--- src/hw/rtl/ccv_pkg.sv ---
// ----------------------------------------------------------------------------
// ccv_pkg
// Types, codes and constants shared by the colour coherence vector core.
// ----------------------------------------------------------------------------
package ccv_pkg;

  localparam int CNT_W     = 17;
  localparam int CFG_IDX_W = 2;
  localparam logic [CNT_W-1:0] CNT_SAT = 17'h1FFFF;

  localparam logic OP_LOAD   = 1'b0;
  localparam logic OP_READ   = 1'b1;
  localparam logic KIND_DONE = 1'b0;
  localparam logic KIND_READ = 1'b1;

  localparam logic [CFG_IDX_W-1:0] REG_BPC = 2'd0;
  localparam logic [CFG_IDX_W-1:0] REG_THR = 2'd1;
  localparam logic [CFG_IDX_W-1:0] REG_WID = 2'd2;
  localparam logic [CFG_IDX_W-1:0] REG_HGT = 2'd3;

  typedef struct packed {
    logic       opcode;
    logic [7:0] chan0;
    logic [7:0] chan1;
    logic [7:0] chan2;
    logic       last_pixel;
    logic [8:0] bin_select;
  } in_item_t;

  typedef struct packed {
    logic             result_kind;
    logic [CNT_W-1:0] coherent_count;
    logic [CNT_W-1:0] incoherent_count;
    logic [CNT_W-1:0] region_total;
  } out_item_t;

  typedef enum logic [3:0] {
    S_IDLE,
    S_RD,
    S_CLR,
    S_SEED,
    S_SEED_CHK,
    S_POP,
    S_POP_TAKE,
    S_NB,
    S_NB_CHK,
    S_HIST_RD,
    S_HIST_WR,
    S_DONE
  } state_t;

  typedef struct packed {
    logic load;
    logic rd_issue;
    logic out_read;
    logic clr_step;
    logic seed_rd;
    logic seed_chk;
    logic pop_rd;
    logic pop_take;
    logic nb_issue;
    logic nb_chk;
    logic hist_rd;
    logic hist_wr;
    logic out_done;
  } dp_cmd_t;

  typedef struct packed {
    logic sweep_last;
    logic seed_end;
    logic seed_visited;
    logic q_empty;
    logic nb_ok;
    logic nb_last;
    logic out_free;
  } dp_status_t;

endpackage

--- src/hw/rtl/ccv_ctrl.sv ---
// ----------------------------------------------------------------------------
// ccv_ctrl
// Sequencer for pixel loading, bin reads and the region flood.
// ----------------------------------------------------------------------------
module ccv_ctrl import ccv_pkg::*; (
  input  logic       clk,
  input  logic       rst_n,
  input  logic       in_valid,
  output logic       in_ready,
  input  in_item_t   in_item,
  output dp_cmd_t    cmd,
  input  dp_status_t sts
);

  state_t state_r, state_nxt;
  logic   in_fire;

  assign in_ready = (state_r == S_IDLE) && sts.out_free;
  assign in_fire  = in_valid && in_ready;

  always_ff @(posedge clk) begin
    if (!rst_n) begin
      state_r <= S_IDLE;
    end else begin
      state_r <= state_nxt;
    end
  end

  always_comb begin
    state_nxt = state_r;
    case (state_r)
      S_IDLE: begin
        if (in_fire) begin
          if (in_item.opcode == OP_READ) begin
            state_nxt = S_RD;
          end else if (in_item.last_pixel) begin
            state_nxt = S_CLR;
          end
        end
      end
      S_RD:       state_nxt = S_IDLE;
      S_CLR:      if (sts.sweep_last) state_nxt = S_SEED;
      S_SEED:     state_nxt = sts.seed_end ? S_DONE : S_SEED_CHK;
      S_SEED_CHK: state_nxt = sts.seed_visited ? S_SEED : S_POP;
      S_POP:      state_nxt = sts.q_empty ? S_HIST_RD : S_POP_TAKE;
      S_POP_TAKE: state_nxt = S_NB;
      S_NB: begin
        if (sts.nb_ok) begin
          state_nxt = S_NB_CHK;
        end else if (sts.nb_last) begin
          state_nxt = S_POP;
        end
      end
      S_NB_CHK:   state_nxt = sts.nb_last ? S_POP : S_NB;
      S_HIST_RD:  state_nxt = S_HIST_WR;
      S_HIST_WR:  state_nxt = S_SEED;
      S_DONE:     state_nxt = S_IDLE;
      default:    state_nxt = S_IDLE;
    endcase
  end

  always_comb begin
    cmd          = '0;
    cmd.load     = in_fire && (in_item.opcode == OP_LOAD);
    cmd.rd_issue = in_fire && (in_item.opcode == OP_READ);
    case (state_r)
      S_RD:       cmd.out_read = 1'b1;
      S_CLR:      cmd.clr_step = 1'b1;
      S_SEED:     cmd.seed_rd  = !sts.seed_end;
      S_SEED_CHK: cmd.seed_chk = 1'b1;
      S_POP:      cmd.pop_rd   = !sts.q_empty;
      S_POP_TAKE: cmd.pop_take = 1'b1;
      S_NB:       cmd.nb_issue = 1'b1;
      S_NB_CHK:   cmd.nb_chk   = 1'b1;
      S_HIST_RD:  cmd.hist_rd  = 1'b1;
      S_HIST_WR:  cmd.hist_wr  = 1'b1;
      S_DONE:     cmd.out_done = 1'b1;
      default:    cmd.load     = cmd.load;
    endcase
  end

endmodule

--- config.mk ---
export PLATFORM = sky130hd
export DESIGN_NAME = ccv_ctrl
export DESIGN_NICKNAME = d
export VERILOG_FILES = /design/src/hw/rtl/ccv_pkg.sv /design/src/hw/rtl/ccv_ctrl.sv
export SDC_FILE = /design/constraint.sdc
export NUM_CORES = 1
export LEC_CHECK = 0
export BUFFER_PORTS_ARGS = -buffer_cell sky130_fd_sc_hd__buf_4
export CAP_MARGIN = 20
export CORE_MARGIN = 3
export CORE_UTILIZATION = 30
export DETAILED_ROUTE_END_ITERATION = 8
export PLACE_DENSITY = 0.77
export SYNTH_ARGS = -nofsm -noshare
export SYNTH_HDL_FRONTEND = slang
export SYNTH_SLANG_ARGS = --single-unit
--- constraint.sdc ---
create_clock -name clk -period 1.65 [get_ports clk]
set_input_delay 0.165 -clock clk [delete_from_list [all_inputs] [get_ports clk]]
set_output_delay 0.165 -clock clk [all_outputs]
set_load 0.02 [all_outputs]
==> impl_metrics.toml <==
[yosys]
synth.area.top_cells = "dfxtp_1 (18%), nor2_1 (10%), nand2_1 (8.4%), a21oi_1 (5.6%), buf_6 (5.0%)"
synth_top_cell_by_area = "dfxtp_1"
synth_compound_area_share_pct = 25.6
synth_nets = 116
synth.cell_area_sq_um = 449
ys_seq_elements = 4
async_flop_share_pct = 0
synth_mux_area_share_pct = 2.51
syn_area_per_cell_sq_um = 6.33
yosys.area_share.simple_pct = 44.3
yosys_warnings = 0
syn_inst = 71
synth_top_family_by_area = "simple AND/OR/NAND/NOR gates"
synth-xor-area-share_pct = 0
synth_edf_count = 0
synth_adder_area_share_pct = 0
synth_cell_types = 30
synth_ff_type = "dfxtp_1"
synth-seq-area-share_pct = 17.8
synth_top_area_share_pct = 17.8

[critical_path]
critPathLaunchType = "flip-flop"
path_cells = "nor4_4 -> and2_4 -> and3_1 -> buf_4"
crit_buf_inv = 1
path_class = "reg2out"
cpLargestDelayFamily = "simple AND/OR/NAND/NOR gates"
critPathMaxStageDelay_ns = 0.37
arrival_ns = 1.41
slowest_stage = "dfxtp_4"
worstPathRequired_ns = 1.48
critPathMaxFanout = 10
crit_path_end_kind = "output pin"

[route]
drc = 0
wire_per_inst_um = 12.6
drt_first_iter_violations = 22
first_pass_iters = 4
ant_nets = 0
vias_per_cell = 5.45
vias = 643
drt-total-wl_um = 1490

[clock_tree]
hold_buffers = 0
clk_path_buf_depth = 2
cts_sinks = 4
clk_pin_slew_ns = 0.03
root_buffer = "clkbuf_4"
cts_tree = "built"
htreeDepth = 1
numCtsBuffers = 3
insertion_delay_ns = 0.24

[layout]
final_cell_mix = "buf_4 (34), nor2_1 (11), nand2_1 (10)"
n_fill_cell = 141
layout.nets = 150
drive_gt1_share_pct = 43.7
reg_top3 = "state_r x4"
stdcell_count = 118
area_delta_synth_final_pct = 63.5
mostFrequentLayoutCell = "buf_4"
fin_area_sq_um = 734
top_register = "state_r"
antenna_cells = 0
fin_util_pct = 54.4
largest_reg_flops = 4

[status]
status = "complete, no violations"

[floorplan]
die_area_sq_um = 2000
die_w_um = 44.7
initial_utilization_pct = 33.3
core_sq_um = 1350
fp-row-count = 13
io_pins = 59
die_h_um = 44.7

[pwr]
p_int_mw = 0.582
swShare_pct = 46.3
clock_power_share_pct = 11.2
p_leak_nw = 0.329
p_total_mw = 1.08
power_switching_mw = 0.502
p_comb_share_pct = 69.3
ir_worst_vdd_mv = 0.576
p_seq_share_pct = 19.5
powerDensity_nw_per_um2 = 1480

[sta]
rsz0062_at_grt = "false"
hold_viol_final = 0
period_minus_slack_ns = 1.57
final-setup-viol-count = 0
drv_slew = 0
slew-limit-headroom_pct = 81.9
hold_slack_ns = 0.182
layout_setup_ws_ns = 0.0775
min_period_over_period_pct = 95.3
finalClockSkew_ns = 0.00632
tns_ns = 0
worst_slew_pin_slew_ns = 0.271
max_freq_ghz = 0.636

[placement]
dp_hpwl_um = 1160
place.gp.congestion = 0.794
placed_area_sq_um = 682
portBuffers = 25
place_inst = 114
dp_slack_ns = 0.147

[grt]
grt_pass1_vias = 565
grt_pass1_wl_um = 2430
grt_overflow = 0
grt_use_total_pct = 16.4
antenna_found_initial = 0
grt_max_degree = 11

[hold_path]
hold_path.class = "in2reg"

[job]
cap_viol_max_count = 0
Yosys cell counts (2+ instances only):
cell type	instances
o21a_1	2
inv_1	2
nor2_1	12
dfxtp_1	4
buf_2	2
and3_1	2
a21oi_1	5
o21ai_0	4
nand2_1	10
nor3_1	4
a31oi_1	2
buf_6	2
nand3_1	2
o22ai_1	2
logic make-up after synthesis:
kind of cell           count (synthesis)
AO/OA/AOI/OAI                         19
buffers and inverters                  7
flip-flops                             4
multiplexers                           1
AND/OR/NAND/NOR                       40
power groups by stage:
stage	sequential [mW]	combinational (mW)	clock, mW
after floorplan	0.153	0.492	0
after detailed placement	0.192	0.706	0
after global placement	0.194	0.688	0
final	0.211	0.751	0.122
after CTS	0.205	0.731	0.127
after global routing	0.215	0.834	0.134
what timing repair did:
item                       CTS  global route
pin swaps                    0             2
setup buffers                0             1
setup endpoints to repair    2             8
gates resized for setup      2             4
cell type report:
type / count / area, sq um / area share, %
Timing Repair Buffer: 34 / 255 / 34.8
Multi-Input combinational cell: 60 / 345 / 47.0
Tap cell: 15 / 18.8 / 2.56
Inverter: 2 / 7.51 / 1.02
Clock buffer: 3 / 22.5 / 3.07
Sequential cell: 4 / 85.1 / 11.6
worst paths after layout:
path / from / endpoint / slack (ns) / cells after the start
worst min register to register: state_r[3] / state_r[0] / 0.68 / 3
worst max-delay path: state_r[3] / cmd[11] / 0.08 / 4
worst max register to register: state_r[0] / state_r[1] / 0.11 / 5
worst min-delay path: rst_n / state_r[1] / 0.18 / 3
routing by layer:
layer / vias up / global-route usage, % / routed length, um
met2: 35 / 28.4 / 745
met3: 0 / 5.98 / 144
met5: - / 0 / 0
li1: 317 / - / -
met4: 0 / 3.61 / 0
met1: 291 / 19.2 / 594
worst reg2reg max path, stage by stage, from the launching register on:
cell and delay (ns):
dfxtp_1 0.46, nand2_1 0.11, or4_1 0.49, and3_1 0.18, o21a_1 0.12, a21oi_1 0.12
(Power assumes the default switching activity.)
